`src/hw/rtl/bgtr_pkg.sv`:
```
package bgtr_pkg;

    // field and register widths
    localparam int ADDR_W     = 32;
    localparam int COLOR_W    = 32;
    localparam int DIM_W      = 13;
    localparam int KIND_W     = 2;
    localparam int CODE_W     = 8;
    localparam int GROW_W     = 4;
    localparam int BITS_W     = 8;
    localparam int COL_W      = 9;
    localparam int ROW_W      = 8;
    localparam int CFG_IDX_W  = 3;
    localparam int CFG_DATA_W = 32;

    // font geometry
    localparam int GLYPH_ROWS   = 16;
    localparam int GLYPH_WIDTH  = 8;
    localparam int NUM_GLYPHS   = 256;
    localparam int MAX_DIM      = 4096;
    localparam int ROWS_EMITTED = 16;
    localparam int LINE_HEIGHT  = 16;

    localparam int STORE_DEPTH = NUM_GLYPHS * GLYPH_ROWS;
    localparam int STORE_AW    = $clog2(STORE_DEPTH);
    localparam int ROW_CW      = $clog2(ROWS_EMITTED);

    localparam logic [CODE_W-1:0] NEWLINE_CODE = CODE_W'(10);

    // queues
    localparam int CMD_DEPTH = 4;
    localparam int CMD_PW    = $clog2(CMD_DEPTH);
    localparam int OUT_DEPTH = 4;
    localparam int OUT_PW    = $clog2(OUT_DEPTH);

    // reset values of the registers
    localparam logic [COLOR_W-1:0] RST_DRAW_COLOR   = COLOR_W'(32'h00FF_FFFF);
    localparam logic [DIM_W-1:0]   RST_FRAME_WIDTH  = DIM_W'(640);
    localparam logic [DIM_W-1:0]   RST_LINE_PITCH   = DIM_W'(640);
    localparam logic [DIM_W-1:0]   RST_FRAME_HEIGHT = DIM_W'(480);
    localparam logic [ADDR_W-1:0]  RST_FRAME_BASE   = '0;

    typedef enum logic [KIND_W-1:0] {
        KIND_FONT  = 2'd0,
        KIND_START = 2'd1,
        KIND_CHAR  = 2'd2,
        KIND_NONE  = 2'd3
    } t_kind;

    typedef enum logic [CFG_IDX_W-1:0] {
        CFG_DRAW_COLOR   = 3'd0,
        CFG_FRAME_WIDTH  = 3'd1,
        CFG_LINE_PITCH   = 3'd2,
        CFG_FRAME_HEIGHT = 3'd3,
        CFG_FRAME_BASE   = 3'd4
    } t_cfg_idx;

    typedef enum logic [1:0] {
        BK_IDLE,
        BK_SETUP,
        BK_ROWS
    } t_bk_state;

    typedef struct packed {
        logic [COLOR_W-1:0] draw_color;
        logic [DIM_W-1:0]   frame_width;
        logic [DIM_W-1:0]   line_pitch;
        logic [DIM_W-1:0]   frame_height;
        logic [ADDR_W-1:0]  frame_base;
    } t_cfg;

    typedef struct packed {
        logic              is_char;
        logic [CODE_W-1:0] code;
        logic [GROW_W-1:0] grow;
        logic [BITS_W-1:0] bits;
        logic [DIM_W-1:0]  cur_x;
        logic [DIM_W-1:0]  cur_y;
    } t_cmd;

    typedef struct packed {
        logic               push;
        t_cmd               cmd;
    } t_cmd_wr;

    typedef struct packed {
        logic               empty;
        t_cmd               cmd;
    } t_cmd_rd;

    typedef struct packed {
        logic [ADDR_W-1:0]  addr;
        logic [BITS_W-1:0]  mask;
        logic [COLOR_W-1:0] color;
        logic               offscreen;
        logic               last;
    } t_res;

    function automatic logic glyph_hit(input logic [CODE_W-1:0] code,
                                       input logic [GROW_W-1:0] row);
        return (int'(code) < NUM_GLYPHS) && (int'(row) < GLYPH_ROWS);
    endfunction

    function automatic logic [STORE_AW-1:0] glyph_addr(input logic [CODE_W-1:0] code,
                                                       input logic [GROW_W-1:0] row);
        return STORE_AW'(int'(code) * GLYPH_ROWS + int'(row));
    endfunction

endpackage

```
`src/hw/rtl/bgtr_front.sv`:
```
module bgtr_front
    import bgtr_pkg::*;
(
    input  logic              i_clk,
    input  logic              i_rst_n,
    input  logic              i_push,
    input  logic              i_cmd_full,
    input  logic [KIND_W-1:0] i_kind,
    input  logic [CODE_W-1:0] i_char_code,
    input  logic [GROW_W-1:0] i_glyph_row,
    input  logic [BITS_W-1:0] i_row_bits,
    input  logic [COL_W-1:0]  i_cell_col,
    input  logic [ROW_W-1:0]  i_cell_row,
    input  logic [DIM_W-1:0]  i_frame_width,
    output t_cmd_wr           o_cmd_wr
);

    logic [DIM_W-1:0] r_cur_x, n_cur_x;
    logic [DIM_W-1:0] r_cur_y, n_cur_y;
    logic             accept;
    logic [DIM_W-1:0] step_x;
    logic [DIM_W:0]   step_y;

    assign accept = i_push & ~i_cmd_full;

    always_comb begin
        n_cur_x          = r_cur_x;
        n_cur_y          = r_cur_y;
        o_cmd_wr.push    = 1'b0;
        o_cmd_wr.cmd.is_char = 1'b0;
        o_cmd_wr.cmd.code    = i_char_code;
        o_cmd_wr.cmd.grow    = i_glyph_row;
        o_cmd_wr.cmd.bits    = i_row_bits;
        o_cmd_wr.cmd.cur_x   = r_cur_x;
        o_cmd_wr.cmd.cur_y   = r_cur_y;
        step_x = r_cur_x + DIM_W'(GLYPH_WIDTH);
        step_y = {1'b0, r_cur_y} + (DIM_W+1)'(LINE_HEIGHT);
        if (accept) begin
            case (t_kind'(i_kind))
                KIND_FONT: begin
                    // out of range font writes are dropped here
                    o_cmd_wr.push = glyph_hit(i_char_code, i_glyph_row);
                end
                KIND_START: begin
                    n_cur_x = DIM_W'(int'(i_cell_col) * GLYPH_WIDTH);
                    n_cur_y = DIM_W'(int'(i_cell_row) * LINE_HEIGHT);
                end
                KIND_CHAR: begin
                    o_cmd_wr.cmd.is_char = 1'b1;
                    o_cmd_wr.push        = (i_char_code != NEWLINE_CODE);
                    // wrap when the next cell would not fit
                    if (({1'b0, step_x} + (DIM_W+1)'(GLYPH_WIDTH)) >
                        {1'b0, i_frame_width}) begin
                        n_cur_x = '0;
                        if (step_y > (DIM_W+1)'(MAX_DIM)) begin
                            n_cur_y = DIM_W'(MAX_DIM);
                        end else begin
                            n_cur_y = step_y[DIM_W-1:0];
                        end
                    end else begin
                        n_cur_x = step_x;
                    end
                end
                default: begin
                end
            endcase
        end
    end

    always_ff @(posedge i_clk) begin
        if (!i_rst_n) begin
            r_cur_x <= '0;
            r_cur_y <= '0;
        end else begin
            r_cur_x <= n_cur_x;
            r_cur_y <= n_cur_y;
        end
    end

endmodule

```
`config.mk`:
```
export PLATFORM = sky130hd
export DESIGN_NAME = bgtr_front
export DESIGN_NICKNAME = d
export VERILOG_FILES = /design/src/hw/rtl/bgtr_pkg.sv /design/src/hw/rtl/bgtr_front.sv
export SDC_FILE = /design/constraint.sdc
export NUM_CORES = 1
export LEC_CHECK = 0
export ABC_CLOCK_PERIOD_IN_PS = 8900
export BUFFER_PORTS_ARGS = -buffer_cell sky130_fd_sc_hd__clkbuf_2
export CORE_MARGIN = 4
export CORE_UTILIZATION = 52
export DETAILED_ROUTE_END_ITERATION = 10
export PLACE_DENSITY = 0.87
export SETUP_SLACK_MARGIN = 0.2
export SLEW_MARGIN = 20
export SYNTH_ARGS = -nofsm -noshare
export SYNTH_HDL_FRONTEND = slang
export SYNTH_SLANG_ARGS = --single-unit
```
`constraint.sdc`:
```
create_clock -name i_clk -period 8.9 [get_ports i_clk]
set_clock_uncertainty 0.2 [all_clocks]
set_input_delay 0.89 -clock i_clk [delete_from_list [all_inputs] [get_ports i_clk]]
set_output_delay 0.89 -clock i_clk [all_outputs]
set_load 0.05 [all_outputs]
```
==> metrics, run 1 <==
outcome=finished, final reports clean; YS warnings=0; Worst R2R Path Depth=15; Synth Area in Adders=0.08565; Fill cells=404; Final nets=413; PortBufs=72; num rows=24; area grow syn2layout=5.568%; mux share of post-synthesis cell area=0.02141; area of the die=0.005631 mm2; Post-Syn Area per Cell=7.688 um2; beginning of the worst hold path=r_cur_x[12]; final setup vio count=0; Worst Hold Depth=2; vias in the first global route=2102; Final Max Tran Viols=0; Routed wire per std cell=between 10 and 15 um; GR Overflow Total=0; layout cells sized above 1=0.2765; routed via count=2203; Die H=roughly 75 um; EDFF count, synth=0; Critical Path Source Type=register; CTS root buffer=clkbuf_8; synth top area cells=dfxtp_1, buf_4, ha_1; Hold Path End=r_cur_x[12]; Hold Crit Class=register to register; first-pass GRT wire length=~9100 um; CTS resizes=0; initial antenna violation count=0; Period minus WS final=4.198 ns; max cap viols=0; CP Cell Sequence=ha_1, and2b_1, o21ai_0, nor3_1, nor2b_1, nor2b_1, xnor2_1, ha_1, nand4_1, a211oi_1, nor2_1, a32o_1, a21oi_4, nand3_1, o22ai_1; gr usage total=0.1981; Post-CTS Hold Fix Bufs=0; pin count of the biggest net entering global routing=18; Worst R2R End=r_cur_y[7]; final worst path period share=0.4717; CTS sink cnt=19; final hold vios=0; Worst setup EP type=register; Area after DPL=between 0.002 and 0.0025 mm2; CP bufs+invs=0; Synth Area in Compound Gates=0.2195; initial DRC count=116; First-pass DRT Iterations=4; simple-gate share of the synthesized area=0.2639; Yosys top cell area share=0.1627; Post-DP HPWL=4369 um; delay of the slowest critical-path stage=approximately 0.57 ns; total CTS buffers=3; Clock Latency Late Sink=about 0.26 ns; VDD IR max=0.05402 mV; Cell variety after synth=between 60 and 70; largest area contributor in the netlist=dfxtp_1; gpl congestion=0.8894; cell area after synthesis=between 0.002 and 0.0025 mm2; final setup TNS=0 ns; Initial Utilization=0.5368; WHS=between 0.3 and 0.4 ns; Clock Pin Slew Worst Setup and Hold Paths=0.07 ns; ant diodes=0; slew margin rel.=0.5523; FMAX=0.2382 GHz; actual slew at the worst max-slew pin=0.6715 ns; Post-DRT Antenna Nets=0; cell at the slowest stage of the critical path=dfxtp_1; chip width=approximately 75 um; Worst EP arrival=about 4.2 ns; CORE AREA=approximately 0.0044 mm2; main combinational cell family by area after synthesis=simple AND/OR/NAND/NOR gates; sequential-to-total area share from yosys stat=0.1627; total power=0.0002443 W; H-tree depth=1; CTS tree=built; Post-Synth XOR/XNOR Area=0.05942; Via density=5.620; crit-path leading delay family=simple AND/OR/NAND/NOR gates; async set or reset register ratio after synthesis=0; setup bufs post-CTS=0; Post-Syn Instances=304; flop2flop setup slack=4.70 ns; Yosys reg bits=19; Pwr Density=99.00 mW/mm2; LEAKAGE=1.155 nW; clock buffer depth=2; critical path type=register to register; design area=0.002467 mm2; IO Pins=104; RSZ-0062 raised after global routing=false; detailed-route wire length=5530 um; fin util=0.5667; DRC Markers=0; reg-to-reg critical path startpoint=r_cur_x[3]; crit path max fanout=14; Data required, critical path=8.88 ns; Main synth FF type=dfxtp_1
[final cells by class]
type / instances / area (um2) / area share
clock buffer: 4 / 45.04 / 0.01826
timing repair buffer: 72 / 360.3 / 0.1460
sequential: 19 / 380.4 / 0.1542
inverter: 19 / 71.32 / 0.02890
multi-input combinational: 226 / 1545 / 0.6263
tap: 52 / 65.06 / 0.02637
[flip-flops by register name, summed over array words and instances (netlist names)]
register and flops:
r_cur_x 10, r_cur_y 9
[layer usage]
| metal | vias to the layer above | GRT usage | routed length, um |
|---|---|---|---|
| met2 | 70 | 0.3549 | 2769 |
| met1 | 1007 | 0.2438 | 2392 |
| li1 | 1112 | - | - |
| met3 | 14 | 0.02937 | 302 |
| met5 | - | 0 | 0 |
| met4 | 0 | 0.05731 | 65 |
[cells in the mapped netlist (2+ instances only)]
library cell and instances:
nor4_1 2, dfxtp_1 19, a21o_1 3, nand4_1 3, and4_1 2, clkbuf_1 3, a22oi_1 2, xor2_1 7
nor2b_1 6, and3_1 8, xnor2_1 7, buf_6 8, nand3b_1 2, nand3_1 16, a221oi_1 3, inv_1 19
a21oi_1 19, and2_1 3, o22ai_1 4, nand2_1 28, and4_4 2, o21ai_0 11, nand2b_1 4, a211oi_1 4
nor3_1 6, nor3b_1 2, a21boi_2 2, a31oi_1 5, nor2_1 14, ha_1 16, o31a_1 2, and2b_1 2
buf_4 31, buf_2 3, a21boi_0 4, mux2i_1 5
[power breakdown]
part           internal [W]  switching, W
sequential        0.0000887    0.00000978
clock             0.0000318     0.0000289
combinational     0.0000283     0.0000567
[layout by cell type (no fill, tap or decap), types with 7 or more instances in the layout]
| master | synthesis | routed |
|---|---|---|
| nand2_1 | 28 | 28 |
| o21ai_0 | 11 | 11 |
| nor2_1 | 14 | 14 |
| xor2_1 | 7 | 7 |
| and3_1 | 8 | 8 |
| a21oi_1 | 19 | 19 |
| ha_1 | 16 | 16 |
| dfxtp_1 | 19 | 19 |
| conb_1 | 1 | 7 |
| clkbuf_2 | 0 | 72 |
| xnor2_1 | 7 | 7 |
| nand3_1 | 16 | 16 |
| inv_1 | 19 | 19 |
[per-stage QoR]
step                      instances  setup slack (ns)
after floorplan                 310             5.002
after global placement          388             5.006
after detailed placement        388             4.769
after CTS                       392             4.741
after global routing            392             4.346
final                           392             4.702
[worst max-delay path by stage]
stage | start | end | depth (start not counted) | slack [ns]
final | r_cur_x[3] | r_cur_y[7] | 15 | 4.70
after global routing | r_cur_x[3] | r_cur_y[7] | 16 | 4.35
after CTS | r_cur_x[3] | r_cur_x[3] | 14 | 4.74
after detailed placement | r_cur_x[3] | r_cur_x[3] | 14 | 4.77
after global placement | r_cur_x[3] | r_cur_y[6] | 15 | 5.01
after floorplan | r_cur_x[4] | r_cur_y[12] | 16 | 5.00
[worst register-to-register path: cells and delay by family, from the launching register on]
kind	cells	cell delay, ns
and+or+nand+nor	7	1.30
AOI/OAI and AO/OA	5	1.25
adders and majority gates	2	0.73
DFF	1	0.57
xor gates and xnor gates	1	0.08
[cells by family after synthesis]
| logic type | count (synthesis) |
|---|---|
| xor+xnor | 15 |
| buf+inv | 65 |
| simple gates | 111 |
| flops | 19 |
| fa+ha+maj | 16 |
| other cells | 1 |
| mux | 5 |
| compound gates | 72 |
(Power assumes the default switching activity.)
==> run 2: changes to the inputs <==
ABC_CLOCK_PERIOD_IN_PS = 3700   (was 8900)
CORE_UTILIZATION = 44   (was 52)
PLACE_DENSITY = 0.78   (was 0.87)
clock period = 3.7 ns   (was 8.9 ns; I/O delays follow)
==> metrics, run 2 (synthesis results as in run 1) <==
beginning of the worst hold path=i_cell_row[7]; final worst path period share=0.9177; detailed-route wire length=~6100 um; Hold Crit Class=primary input to register; crit path max fanout=6; Worst EP arrival=3.34 ns; Data required, critical path=approximately 3.7 ns; CTS tree=built; total CTS buffers=3; most frequent cells in the layout=clkbuf_2, nand2_1, inv_1, a21oi_1, buf_4; outcome=finished, final reports clean; pre-CTS WS=-0.003792 ns; Post-DRT Antenna Nets=0; most common cell after layout, fill and taps aside=clkbuf_2; layout cells sized above 1=0.3978; DRC Markers=0; Routed wire per std cell=14.15 um; final setup vio count=0; Clock Latency Late Sink=~0.26 ns; LEAKAGE=1.295 nW; Post-CTS Hold Fix Bufs=0; design area=0.002791 mm2; area grow syn2layout=19.43%; CP Cell Sequence=buf_4, a21boi_0, o21ai_2, a21boi_2, nand2_2, o21ai_1, nand2_1, xnor2_1, ha_1, nand4_1, a211oi_2, nor2_1, a32o_2, a21oi_4, buf_6, a21boi_2, o22ai_1; final worst slack=0.3047 ns; CTS sink cnt=19; num rows=26; Area after DPL=about 0.0025 mm2; ant diodes=0; first-pass GRT wire length=9522 um; gpl congestion=0.8546; Worst setup EP type=register; routed via count=2316; Critical Path Source Type=register; pin count of the biggest net entering global routing=18; max cap viols=0; initial DRC count=210; Reg with most FFs=r_cur_x; delay of the slowest critical-path stage=0.37 ns; Period minus WS final=approximately 3.4 ns; reg-to-reg critical path startpoint=r_cur_x[4]; Via density=5.361; Initial Utilization=0.4547; initial antenna violation count=0; gr usage total=0.1778; critical path type=register to register; Pwr Density=about 220 mW/mm2; number of flip-flops in the largest register=10; Final Max Tran Viols=0; Clock Pin Slew Worst Setup and Hold Paths=0.08 ns; VDD IR max=between 0.1 and 0.15 mV; GR Overflow Total=0; Die H=80.88 um; FMAX=0.2945 GHz; area of the die=between 0.006 and 0.007 mm2; cell mode on critical path=a21boi_2; RSZ-0062 raised after global routing=true; vias in the first global route=2119; cell at the slowest stage of the critical path=dfxtp_4; Worst setup startpoint=r_cur_x[4]; Largest regs=r_cur_x x10, r_cur_y x9; Final nets=435; chip width=80.88 um; CTS root buffer=clkbuf_8; clock buffer depth=2; PortBufs=between 70 and 80; fin util=0.5431; IO Pins=104; CORE AREA=0.005140 mm2; Post-DP HPWL=4415 um; final hold vios=0; H-tree depth=1; First-pass DRT Iterations=4
## run 2: cell count changes in the layout (fill, tap and decap cells not counted), moves of 3 or more
cell      previous run  this run
a21boi_0             4         1
buf_4                0        18
buf_6                0         3
dfxtp_1             19        13
dfxtp_2              0         3
dfxtp_4              0         3
o21ai_0             11         7
## run 2: critical path: cells and delay by family (launching register included)
kind	cells	cell delay, ns
adders and majority gates	1	0.30
xor gates and xnor gates	1	0.13
buffers and inverters	2	0.30
AOI/OAI and AO/OA	9	1.63
and+or+nand+nor	4	0.36
DFF	1	0.37
## run 2: report_power, final
part | internal [W] | switching, W | total, W
Sequential | 0.000213 | 0.0000203 | 0.000233
Clock | 0.0000767 | 0.0000714 | 0.000148
Combinational | 0.0000833 | 0.000152 | 0.000236
Total | 0.000373 | 0.000244 | 0.000617
## run 2: repair_timing
action                     CTS  global route
setup endpoints to repair   19            19
gates resized for setup     11            27
setup buffers                7             6
pin swaps                    7            20
gates cloned                 1             0
## run 2: worst paths after layout
check             depth (start not counted)  slack [ns]          end
setup / recovery                         17        0.30   r_cur_y[6]
hold / removal                            3        0.21  r_cur_y[11]
setup reg to reg                         17        0.30   r_cur_y[6]
hold reg to reg                           2        0.32  r_cur_x[12]
## run 2: cell type report
type / instances / area (um2)
timing repair buffer: 93 / 529.3
multi-input combinational: 227 / 1663
tap: 70 / 87.58
sequential: 19 / 395.4
clock buffer: 4 / 45.04
inverter: 19 / 71.32
fill: 498 / 2349
## run 2: metal layers
layer | wire [um] | vias to the layer above | track usage
li1 | - | 1157 | -
met1 | 2685 | 1060 | 0.2269
met4 | 14 | 0 | 0.04054
met2 | 3020 | 97 | 0.3144
met5 | 0 | - | 0
met3 | 393 | 2 | 0.02550
## run 2: stage by stage
stage / total power, W / hold WS, ns / setup TNS [ns] / instances
final: 0.0006172 / 0.2084 / 0 / 432
after global routing: 0.0006488 / 0.2163 / 0 / 432
after floorplan: 0.0004478 / 0.3558 / 0 / 310
after CTS: 0.0006067 / 0.2096 / 0 / 426
after global placement: 0.0004466 / 0.2953 / 0 / 414
after detailed placement: 0.0004512 / 0.3037 / -0.003792 / 414
