==> src/hw/rtl/bgtr_pkg.sv <==
package bgtr_pkg;

    // field and register widths
    localparam int ADDR_W     = 32;
    localparam int COLOR_W    = 32;
    localparam int DIM_W      = 13;
    localparam int KIND_W     = 2;
    localparam int CODE_W     = 8;
    localparam int GROW_W     = 4;
    localparam int BITS_W     = 8;
    localparam int COL_W      = 9;
    localparam int ROW_W      = 8;
    localparam int CFG_IDX_W  = 3;
    localparam int CFG_DATA_W = 32;

    // font geometry
    localparam int GLYPH_ROWS   = 16;
    localparam int GLYPH_WIDTH  = 8;
    localparam int NUM_GLYPHS   = 256;
    localparam int MAX_DIM      = 4096;
    localparam int ROWS_EMITTED = 16;
    localparam int LINE_HEIGHT  = 16;

    localparam int STORE_DEPTH = NUM_GLYPHS * GLYPH_ROWS;
    localparam int STORE_AW    = $clog2(STORE_DEPTH);
    localparam int ROW_CW      = $clog2(ROWS_EMITTED);

    localparam logic [CODE_W-1:0] NEWLINE_CODE = CODE_W'(10);

    // queues
    localparam int CMD_DEPTH = 4;
    localparam int CMD_PW    = $clog2(CMD_DEPTH);
    localparam int OUT_DEPTH = 4;
    localparam int OUT_PW    = $clog2(OUT_DEPTH);

    // reset values of the registers
    localparam logic [COLOR_W-1:0] RST_DRAW_COLOR   = COLOR_W'(32'h00FF_FFFF);
    localparam logic [DIM_W-1:0]   RST_FRAME_WIDTH  = DIM_W'(640);
    localparam logic [DIM_W-1:0]   RST_LINE_PITCH   = DIM_W'(640);
    localparam logic [DIM_W-1:0]   RST_FRAME_HEIGHT = DIM_W'(480);
    localparam logic [ADDR_W-1:0]  RST_FRAME_BASE   = '0;

    typedef enum logic [KIND_W-1:0] {
        KIND_FONT  = 2'd0,
        KIND_START = 2'd1,
        KIND_CHAR  = 2'd2,
        KIND_NONE  = 2'd3
    } t_kind;

    typedef enum logic [CFG_IDX_W-1:0] {
        CFG_DRAW_COLOR   = 3'd0,
        CFG_FRAME_WIDTH  = 3'd1,
        CFG_LINE_PITCH   = 3'd2,
        CFG_FRAME_HEIGHT = 3'd3,
        CFG_FRAME_BASE   = 3'd4
    } t_cfg_idx;

    typedef enum logic [1:0] {
        BK_IDLE,
        BK_SETUP,
        BK_ROWS
    } t_bk_state;

    typedef struct packed {
        logic [COLOR_W-1:0] draw_color;
        logic [DIM_W-1:0]   frame_width;
        logic [DIM_W-1:0]   line_pitch;
        logic [DIM_W-1:0]   frame_height;
        logic [ADDR_W-1:0]  frame_base;
    } t_cfg;

    typedef struct packed {
        logic              is_char;
        logic [CODE_W-1:0] code;
        logic [GROW_W-1:0] grow;
        logic [BITS_W-1:0] bits;
        logic [DIM_W-1:0]  cur_x;
        logic [DIM_W-1:0]  cur_y;
    } t_cmd;

    typedef struct packed {
        logic               push;
        t_cmd               cmd;
    } t_cmd_wr;

    typedef struct packed {
        logic               empty;
        t_cmd               cmd;
    } t_cmd_rd;

    typedef struct packed {
        logic [ADDR_W-1:0]  addr;
        logic [BITS_W-1:0]  mask;
        logic [COLOR_W-1:0] color;
        logic               offscreen;
        logic               last;
    } t_res;

    function automatic logic glyph_hit(input logic [CODE_W-1:0] code,
                                       input logic [GROW_W-1:0] row);
        return (int'(code) < NUM_GLYPHS) && (int'(row) < GLYPH_ROWS);
    endfunction

    function automatic logic [STORE_AW-1:0] glyph_addr(input logic [CODE_W-1:0] code,
                                                       input logic [GROW_W-1:0] row);
        return STORE_AW'(int'(code) * GLYPH_ROWS + int'(row));
    endfunction

endpackage

==> src/hw/rtl/bgtr_cmd_fifo.sv <==
module bgtr_cmd_fifo
    import bgtr_pkg::*;
(
    input  logic    i_clk,
    input  logic    i_rst_n,
    input  t_cmd_wr i_wr,
    input  logic    i_pop,
    output logic    o_full,
    output t_cmd_rd o_rd
);

    t_cmd              r_mem [CMD_DEPTH];
    logic [CMD_PW-1:0] r_head;
    logic [CMD_PW-1:0] r_tail;
    logic [CMD_PW:0]   r_cnt;
    logic              do_push;
    logic              do_pop;

    assign o_full     = (r_cnt == (CMD_PW+1)'(CMD_DEPTH));
    assign o_rd.empty = (r_cnt == '0);
    assign o_rd.cmd   = r_mem[r_head];
    assign do_push    = i_wr.push & ~o_full;
    assign do_pop     = i_pop & ~o_rd.empty;

    always_ff @(posedge i_clk) begin
        if (do_push) begin
            r_mem[r_tail] <= i_wr.cmd;
        end
    end

    always_ff @(posedge i_clk) begin
        if (!i_rst_n) begin
            r_head <= '0;
            r_tail <= '0;
            r_cnt  <= '0;
        end else begin
            if (do_push) begin
                r_tail <= r_tail + 1'b1;
            end
            if (do_pop) begin
                r_head <= r_head + 1'b1;
            end
            case ({do_push, do_pop})
                2'b10:   r_cnt <= r_cnt + 1'b1;
                2'b01:   r_cnt <= r_cnt - 1'b1;
                default: r_cnt <= r_cnt;
            endcase
        end
    end

endmodule

==> config.mk <==
export PLATFORM = sky130hd
export DESIGN_NAME = bgtr_cmd_fifo
export DESIGN_NICKNAME = d
export VERILOG_FILES = /design/src/hw/rtl/bgtr_pkg.sv /design/src/hw/rtl/bgtr_cmd_fifo.sv
export SDC_FILE = /design/constraint.sdc
export NUM_CORES = 1
export LEC_CHECK = 0
export ABC_AREA = 1
export BUFFER_PORTS_ARGS = -buffer_cell sky130_fd_sc_hd__buf_2
export CELL_PAD_IN_SITES_DETAIL_PLACEMENT = 1
export CELL_PAD_IN_SITES_GLOBAL_PLACEMENT = 1
export CORE_MARGIN = 5
export CORE_UTILIZATION = 36
export CTS_CLUSTER_DIAMETER = 30
export CTS_CLUSTER_SIZE = 20
export DETAILED_ROUTE_END_ITERATION = 16
export PLACE_DENSITY = 0.67
export SLEW_MARGIN = 25
export SYNTH_ARGS = -nofsm -noshare
export SYNTH_HDL_FRONTEND = slang
export SYNTH_SLANG_ARGS = --single-unit
==> constraint.sdc <==
create_clock -name i_clk -period 8.7 [get_ports i_clk]
set_input_delay 1.74 -clock i_clk [delete_from_list [all_inputs] [get_ports i_clk]]
set_output_delay 1.74 -clock i_clk [all_outputs]
set_load 0.05 [all_outputs]
==> out/results.ini, run 1 <==
[run_status]
status=finished clean

[detailed_routing]
ant_nets=0
wl_um=18100
routed-via-count=4577
drtIter0Drc=189
drt-wirelength-per-cell_um=19.8
drt_first_pass_iters=4
drc_errors=0
via_per_inst=5.02

[grt]
grt_antenna_before_repair=3
grt_start_max_net_pins=96
grt_overflow_total=0
grt_pass1_vias=5222
grt_pass1_wl_um=28400
grt_usage_pct=15.0

[finish]
antennaDiodeCount=0
nFillCells=2221
fin_nets=676
area_growth_pct=16.4
fin_area_mm2=0.00915
layout-drive-gt1-share_pct=31.6

[clock_tree]
tritoncts=done
cts.reportedPaths.clkPinSlew_ns=0.07
clock_latency_ns=0.42
clockRootBuffer=clkbuf_16
cts_num_sinks=197
cts_made_buffers=17
ctsHoldBuffers=0
cts_buffer_depth=2
post_cts_resize_count=0
htree_num_levels=4
cts_setup_buffers=0

[pwr]
power.density_mw_per_mm2=316
switchingPower_mw=1.12
p_leak_nw=3.14
comb_power_share_pct=33.4
intPower_mw=1.77
p_sw_share_pct=38.7
seq_power_share_pct=40.8
pwr-share-clk_pct=25.8
vdd_drop_max_mv=0.143

[logic_synthesis]
seq_area_frac_synth_pct=74.1
synthArstFlopShare_pct=0
synthDistinctLibCells=21
synth_edf_count=188
synth_area_mm2=0.00786
synth_top_cell_by_area=edfxtp_1
synth_ff_type=edfxtp_1
ys_ff_latch=197
synth_fp_nets=582
syn_avg_cell_area_um2=15.0
synth_top_area_share_pct=71.8
ys_warn_count=0
netlist_instances=525
synth.area.top_cells=edfxtp_1 (72%), o21ai_0 (5.3%), o22ai_2 (4.3%)

[sta]
hold_viol=0
tightest_slew_ns=0.950
rsz0062_at_grt=false
period_minus_slack_ns=5.04
finalMaxSlewViolations=0
slew_headroom_pct=36.7
setup_tns_ns=0
setup_viol=0
fin_crit_sh_pct=58.0
max_freq_ghz=0.198
skew_ns=0.00954

[setup_path]
crit_type=flip-flop to primary output
cp_max_fo=65
cp_top_family=buffers and inverters
path_cells=buf_16, inv_4, buf_4, o21ai_0, o22ai_2, buf_2
slowest_delay_ns=0.85
critPathCaptureType=primary output
critPathSlowestCell=buf_4
cp.required_ns=6.96
crit_buf_inv=4
cp.arrival_ns=3.30
start_kind=flip-flop

[floorplanning]
start_util_pct=36.3
die_area_mm2=0.0249
pin_count=100
die_y_um=158
die_w_um=158
rows=54
core_area_mm2=0.0217

[placement]
dpl.hpwl_um=10700
place.gp.congestion=0.715
port-buffer-count=99
placed_area_mm2=0.00856

[run]
cap_violations=0

[hold_path]
hp-class=flip-flop to flip-flop

through the flow:
step | total power, mW | hold slack, ns | instances | worst slack, ns | utilization, %
3_3_place_gp | 2.15 | 0.475 | 879 | 4.12 | 39.5
2_1_floorplan | 1.95 | 0.462 | 525 | 4.38 | -
6_report | 2.89 | 0.518 | 912 | 3.66 | 42.2
5_1_grt | 3.04 | 0.541 | 912 | 3.47 | 42.2
3_5_place_dp | 2.17 | 0.509 | 879 | 4.04 | 39.5
4_1_cts | 2.93 | 0.522 | 911 | 3.52 | 42.1
cells in the mapped netlist, types with 2 or more instances:
library cell,instances
a21oi_1,5
buf_12,4
buf_2,12
buf_6,4
clkbuf_1,10
dfxtp_1,9
edfxtp_1,188
ha_1,5
inv_1,17
inv_2,2
nand2_1,15
nand3_1,5
nor2_1,77
nor2_4,27
o21ai_0,83
o21ai_1,10
o21ai_2,3
o22ai_1,20
o22ai_2,27
sequential cells by signal, summed over array words and instances, names as in the netlist, named ones only:
name and cells:
r_cnt 3, r_head 2, r_mem 188, r_tail 2
layout by cell type, fill, tap and decap left out, types with 2 or more instances in the layout:
cell type,n
inv_1,17
clkinv_2,6
clkinv_4,2
o22ai_2,27
nor2_1,73
dfxtp_4,2
edfxtp_1,188
nand2_1,15
nor2_4,31
buf_2,99
a21oi_1,5
buf_4,5
bufinv_16,2
o22ai_1,20
o21ai_0,83
o21ai_2,3
nand3_1,5
clkinv_1,2
inv_6,2
clkbuf_16,17
o21ai_1,10
ha_1,5
dfxtp_1,7
cells by family after synthesis:
kind of cell / share of synthesized area (%)
flops: 74.1
compound gates: 12.5
simple gates: 8.58
buf+inv: 3.82
fa+ha+maj: 1.05
final timing paths:
check,from,end,slack [ns],cells past startpoint
min,r_head[1],flip-flop,0.52,2
max reg2reg,r_cnt[1],r_mem[1][23],6.19,5
max,flip-flop,o_rd[38],3.66,6
min reg2reg,r_head[1],flip-flop,0.52,2
worst register-to-register path, delay by kind of cell, from the launching register on:
family        cells  cell delay [ns]
simple gates      4             1.19
buf+inv           1             0.57
flops             1             0.37
layer usage:
layer	global-route usage [%]	vias to the layer above	share of wire, %
met1	18.2	2329	42
li1	-	2130	-
met5	0	-	0.25
met2	26.6	89	52
met4	3.97	6	1.2
met3	4.10	23	4.2
power groups by stage:
stage | clock (mW) | combinational (mW) | sequential [mW]
2_1_floorplan | 0 | 0.782 | 1.17
3_3_place_gp | 0 | 0.923 | 1.22
3_5_place_dp | 0 | 0.945 | 1.23
4_1_cts | 0.769 | 0.947 | 1.21
5_1_grt | 0.815 | 1.04 | 1.19
6_report | 0.747 | 0.965 | 1.18
final cells by class:
cell class	instances	area [um^2]	share of cell area, %
Clock inverter	14	135	1.48
Multi-Input combinational cell	278	1770	19.3
Tap cell	280	350	3.83
Inverter	20	78.8	0.861
Timing Repair Buffer	105	561	6.12
Sequential cell	197	5830	63.7
Clock buffer	18	429	4.69
(Power assumes the default switching activity.)
==> inputs of run 2 (changes only) <==
- clock period: 8.7 -> 5 ns (I/O delays scaled with it)
==> out/results.ini, run 2 (synthesis results as in run 1) <==
[pwr]
vdd_drop_max_mv=0.243  ; was 0.143 mV
p_leak_nw=3.13  ; was 3.14 nW
power.density_mw_per_mm2=547  ; was 316 mW/mm^2

[floorplanning]
die_area_mm2=0.0249  ; unchanged
die_w_um=158  ; unchanged
pin_count=100  ; unchanged
rows=54  ; unchanged
die_y_um=158  ; unchanged
core_area_mm2=0.0217  ; unchanged
start_util_pct=36.3  ; unchanged

[setup_path]
cp_max_fo=49  ; was 65
critPathCaptureType=primary output  ; unchanged
path_cells=inv_4, buf_4, o21ai_0, o22ai_1, buf_2  ; was buf_16, inv_4, buf_4, o21ai_0, o22ai_2, buf_2
worst-r2r-cell-count=5  ; unchanged
start_kind=flip-flop  ; unchanged
slowest_delay_ns=0.63  ; was 0.85 ns
cp.required_ns=4.00  ; was 6.96 ns
cp.arrival_ns=2.51  ; was 3.30 ns
worstReg2RegEnd=r_mem[3][17]  ; was r_mem[1][23]
ff2ff_setup_slack_ns=2.57  ; was 6.19 ns
critPathSlowestCell=inv_4  ; was buf_4
crit_type=flip-flop to primary output  ; unchanged
r2r_start=r_cnt[1]  ; unchanged

[hold_path]
holdPathEnd=r_tail[1]
min-delay-start=r_tail[1]  ; was r_head[1]
hp-class=flip-flop to flip-flop  ; unchanged
min_path_cells=2  ; unchanged

[detailed_routing]
ant_nets=0  ; unchanged
routed-via-count=4594  ; was 4,577
drt_first_pass_iters=6  ; was 4
drt-wirelength-per-cell_um=19.6  ; was 19.8 um
via_per_inst=5.02  ; about the same
drc_errors=0  ; unchanged
wl_um=17900  ; was 18,100 um
drtIter0Drc=206  ; was 189

[grt]
grt_pass1_vias=5191  ; was 5,222
top_usage_layer=met2  ; unchanged
grtUsageMet3_pct=3.94  ; was 4.10%
grt_start_max_net_pins=95  ; was 96
grt_antenna_before_repair=2  ; was 3
grt_use_met1_pct=17.5  ; was 18.2%
grt_pass1_wl_um=27900  ; was 28,400 um
grt_util_met2_pct=26.7  ; was 26.6%
grt_overflow_total=0  ; unchanged
grt_usage_pct=14.7  ; was 15.0%

[clock_tree]
cts_made_buffers=17  ; unchanged
ctsHoldBuffers=0  ; unchanged
htree_num_levels=4  ; unchanged
tritoncts=done  ; unchanged
cts.reportedPaths.clkPinSlew_ns=0.07  ; about the same
cts_num_sinks=197  ; unchanged
cts_buffer_depth=2  ; unchanged
clock_latency_ns=0.42  ; about the same
post_cts_resize_count=0  ; unchanged
cts_setup_buffers=0  ; unchanged
clockRootBuffer=clkbuf_16  ; unchanged

[finish]
largest_reg_flops=188  ; unchanged
largestRegisters=r_mem x188, r_cnt x3  ; unchanged
fin_nets=679  ; was 676
fin_area_mm2=0.00914  ; was 0.00915 mm^2
final_common_cell=edfxtp_1  ; unchanged
nFillCells=2230  ; was 2,221
area_growth_pct=16.2  ; was 16.4%
utilization_pct=42.1  ; was 42.2%
mostFrequentLayoutCells=edfxtp_1 (188), buf_2 (99), o21ai_0 (83)  ; unchanged
largest_register=r_mem  ; unchanged
layout-drive-gt1-share_pct=32.0  ; was 31.6%
antennaDiodeCount=0  ; unchanged

[sta]
tightest_slew_ns=0.975  ; was 0.950 ns
slew_headroom_pct=35.0  ; was 36.7%
max_freq_ghz=0.285
skew_ns=0.00841  ; was 0.00954 ns
setup_viol=0  ; unchanged
setup_tns_ns=0  ; unchanged
fin_crit_sh_pct=70.2
holdWs_ns=0.529  ; was 0.518 ns
period_minus_slack_ns=3.51
hold_viol=0  ; unchanged
rsz0062_at_grt=false  ; unchanged
finalMaxSlewViolations=0  ; unchanged

[run_status]
status=finished clean  ; unchanged

[placement]
placed_area_mm2=0.00859  ; was 0.00856 mm^2
port-buffer-count=99  ; unchanged
place.gp.congestion=0.703  ; was 0.715
dpl.hpwl_um=10800  ; was 10,700 um

[run]
cap_violations=0  ; unchanged

[run 2: cell count changes in the layout (fill, tap and decap cells not counted), sizes merged]
cell and change:
clkinv -5, buf +3, bufinv -2, inv +5, clkinvlp +2
[run 2: cell type report]
cell class / instances / area [um^2] / share of cell area [%]
well taps: 280 / 350 / 3.83
clock inverters: 14 / 121 / 1.33
multi-input cells: 278 / 1770 / 19.3
clock buffers: 18 / 429 / 4.70
flip-flops and latches: 197 / 5830 / 63.8
repair buffers: 108 / 563 / 6.16
inverters: 20 / 77.6 / 0.849
[run 2: worst max-delay path, delay by kind of cell (launching register included)]
family | cells | cell delay (ns)
flip-flops | 1 | 0.35
buffers and inverters | 3 | 1.39
AO/OA/AOI/OAI | 2 | 0.34
[run 2: metal layers]
| metal | up-vias | part of all wire [%] | wire (um) |
|---|---|---|---|
| met5 | - | 0.19 | 34 |
| met4 | 4 | 0.75 | 135 |
| met2 | 96 | 53 | 9400 |
| met1 | 2339 | 42 | 7540 |
| met3 | 16 | 4.4 | 785 |
| li1 | 2139 | - | - |
[run 2: worst max path at each step]
stage                              to  startpoint  slack [ns]  cells after the start
final                        o_rd[11]   flip-flop        1.49                      5
after floorplan           r_mem[0][0]    i_wr[47]        1.42                      2
after global routing         o_rd[10]   flip-flop        1.30                      5
after global placement       o_rd[10]   flip-flop        1.93                      5
after CTS                    o_rd[11]   flip-flop        1.41                      5
after detailed placement     o_rd[11]   flip-flop        1.87                      5
[run 2: power by group]
part           total [mW]  switching, mW  internal, mW
combinational        1.71           1.33         0.381
sequential           2.01         0.0450          1.96
clock                1.27          0.619         0.655
total                4.99           2.00          3.00
[run 2: metrics by stage]
| stage | setup WS, ns | power (mW) | instances |
|---|---|---|---|
| finish | 1.49 | 4.99 | 915 |
| global route | 1.30 | 5.24 | 915 |
| CTS | 1.41 | 5.07 | 915 |
| detailed placement | 1.87 | 3.79 | 883 |
| global placement | 1.93 | 3.74 | 883 |
| floorplan | 1.42 | 3.40 | 525 |
==> inputs of run 3 (changes only) <==
- clock period: 5 -> 3.35 ns (I/O delays scaled with it)
==> out/results.ini, run 3 (synthesis results as in run 1) <==
[detailed_routing]
routed-via-count=4528  ; was 4,594
ant_nets=0  ; unchanged
drc_errors=0  ; unchanged
drtIter0Drc=257  ; was 206
drt-wirelength-per-cell_um=19.1  ; was 19.6 um
wl_um=17600  ; was 17,900 um
via_per_inst=4.91  ; was 5.02
drt_first_pass_iters=4  ; was 6

[pwr]
intPower_mw=4.63  ; was 3.00 mW
switchingPower_mw=2.90  ; was 2.00 mW
p_sw_share_pct=38.5  ; was 40.0%
comb_power_share_pct=33.7  ; was 34.3%
seq_power_share_pct=40.5  ; was 40.2%
vdd_drop_max_mv=0.423  ; was 0.243 mV
p_leak_nw=3.18  ; was 3.13 nW
power.density_mw_per_mm2=815  ; was 547 mW/mm^2
pwr-share-clk_pct=25.7  ; was 25.5%

[grt]
grt_antenna_before_repair=4  ; was 2
grt_start_max_net_pins=40  ; was 95
grt_usage_pct=14.7  ; about the same
grt_overflow_total=0  ; unchanged
grt_pass1_wl_um=27700  ; was 27,900 um
grt_pass1_vias=5043  ; was 5,191

[setup_path]
cp.required_ns=2.68  ; was 4.00 ns
critPathCaptureType=primary output  ; unchanged
crit_type=flip-flop to primary output  ; unchanged
start_kind=flip-flop  ; unchanged
cp.arrival_ns=2.26  ; was 2.51 ns
cp_max_fo=39  ; was 49
worst-r2r-cell-count=12  ; was 5
worstReg2RegEnd=r_cnt[2]  ; was r_mem[3][17]
r2r_start=r_cnt[1]  ; unchanged
ff2ff_setup_slack_ns=1.15  ; was 2.57 ns

[finish]
largestRegisters=r_mem x188, r_cnt x3  ; unchanged
fin_area_mm2=0.00923  ; was 0.00914 mm^2
area_growth_pct=17.4  ; was 16.2%
largest_reg_flops=188  ; unchanged
nFillCells=2215  ; was 2,230
fin_nets=686  ; was 679
antennaDiodeCount=0  ; unchanged
largest_register=r_mem  ; unchanged
layout-drive-gt1-share_pct=32.1  ; was 32.0%
final_common_cell=edfxtp_1  ; unchanged
mostFrequentLayoutCells=edfxtp_1 (188), buf_2 (99), o21ai_0 (83)  ; unchanged

[hold_path]
hp-class=primary input to flip-flop  ; was flip-flop to flip-flop
min-delay-start=i_wr[38]  ; was r_tail[1]
min_path_cells=1  ; was 2
holdPathEnd=r_mem[1][38]  ; was r_tail[1]

[placement]
dpl.hpwl_um=11300  ; was 10,800 um
port-buffer-count=99  ; unchanged
placed_area_mm2=0.00868  ; was 0.00859 mm^2
place.gp.congestion=0.721  ; was 0.703

[floorplanning]
die_y_um=158  ; unchanged
pin_count=100  ; unchanged
rows=54  ; unchanged
start_util_pct=36.3  ; unchanged
core_area_mm2=0.0217  ; unchanged
die_area_mm2=0.0249  ; unchanged
die_w_um=158  ; unchanged

[run]
cap_violations=0  ; unchanged

[clock_tree]
cts_num_sinks=197  ; unchanged
cts.reportedPaths.clkPinSlew_ns=0.07  ; about the same
tritoncts=done  ; unchanged
htree_num_levels=4  ; unchanged
clockRootBuffer=clkbuf_16  ; unchanged
ctsHoldBuffers=0  ; unchanged
cts_buffer_depth=2  ; unchanged
cts_made_buffers=17  ; unchanged
cts_setup_buffers=0  ; unchanged
clock_latency_ns=0.43  ; was 0.42 ns
post_cts_resize_count=0  ; unchanged

[sta]
skew_ns=0.0111  ; was 0.00841 ns
max_freq_ghz=0.342
period_minus_slack_ns=2.93
fin_crit_sh_pct=87.3
holdWs_ns=0.454  ; was 0.529 ns
tightest_slew_ns=0.546  ; was 0.975 ns
hold_viol=0  ; unchanged
slew_headroom_pct=63.6  ; was 35.0%
setup_viol=0  ; unchanged
rsz0062_at_grt=false  ; unchanged
setup_tns_ns=0  ; unchanged
finalMaxSlewViolations=0  ; unchanged

[run_status]
status=finished clean  ; unchanged

-- run 3: per-layer routing --
metal | track usage (%) | share of wire, % | up-vias
met5 | 0 | 0.27 | -
met4 | 3.56 | 0.88 | 8
met3 | 4.57 | 4.7 | 20
met2 | 26.0 | 52 | 72
met1 | 17.6 | 42 | 2278
li1 | - | - | 2150
-- run 3: cell type report --
| cell class | count | area (um^2) | area share, % |
|---|---|---|---|
| Timing Repair Buffer | 115 | 653 | 7.07 |
| Clock inverter | 9 | 106 | 1.15 |
| Sequential cell | 197 | 5830 | 63.2 |
| Clock buffer | 23 | 448 | 4.85 |
| Inverter | 20 | 77.6 | 0.840 |
| Multi-Input combinational cell | 278 | 1770 | 19.1 |
| Tap cell | 280 | 350 | 3.79 |
-- run 3: worst max-delay path, stage by stage (launching register included) --
cell     delay [ns]
dfxtp_4        0.47
inv_4          0.38
buf_4          0.37
o21ai_0        0.15
o22ai_2        0.15
buf_2          0.29
-- run 3: metrics by stage --
| step | utilization (%) | cells | power (mW) | worst slack, ns |
|---|---|---|---|---|
| after global placement | 40.0 | 890 | 5.62 | 0.831 |
| final | 42.6 | 922 | 7.53 | 0.425 |
| after detailed placement | 40.0 | 890 | 5.70 | 0.791 |
| after CTS | 42.6 | 922 | 7.64 | 0.319 |
| after global routing | 42.6 | 922 | 7.89 | 0.214 |
| after floorplan | - | 525 | 5.07 | 0.104 |
-- run 3: worst max-delay path by stage --
stage,startpoint,to
floorplan,i_wr[47],r_mem[0][0]
global placement,flip-flop,o_rd[8]
detailed placement,flip-flop,o_rd[8]
CTS,flip-flop,o_rd[8]
global route,flip-flop,o_rd[8]
finish,flip-flop,o_rd[29]
-- run 3: power by group through the flow --
stage | sequential [mW] | combinational, mW | clock [mW]
2_1_floorplan | 3.04 | 2.03 | 0
3_3_place_gp | 3.09 | 2.53 | 0
3_5_place_dp | 3.11 | 2.59 | 0
4_1_cts | 3.06 | 2.59 | 1.99
5_1_grt | 3.08 | 2.72 | 2.10
6_report | 3.05 | 2.54 | 1.94
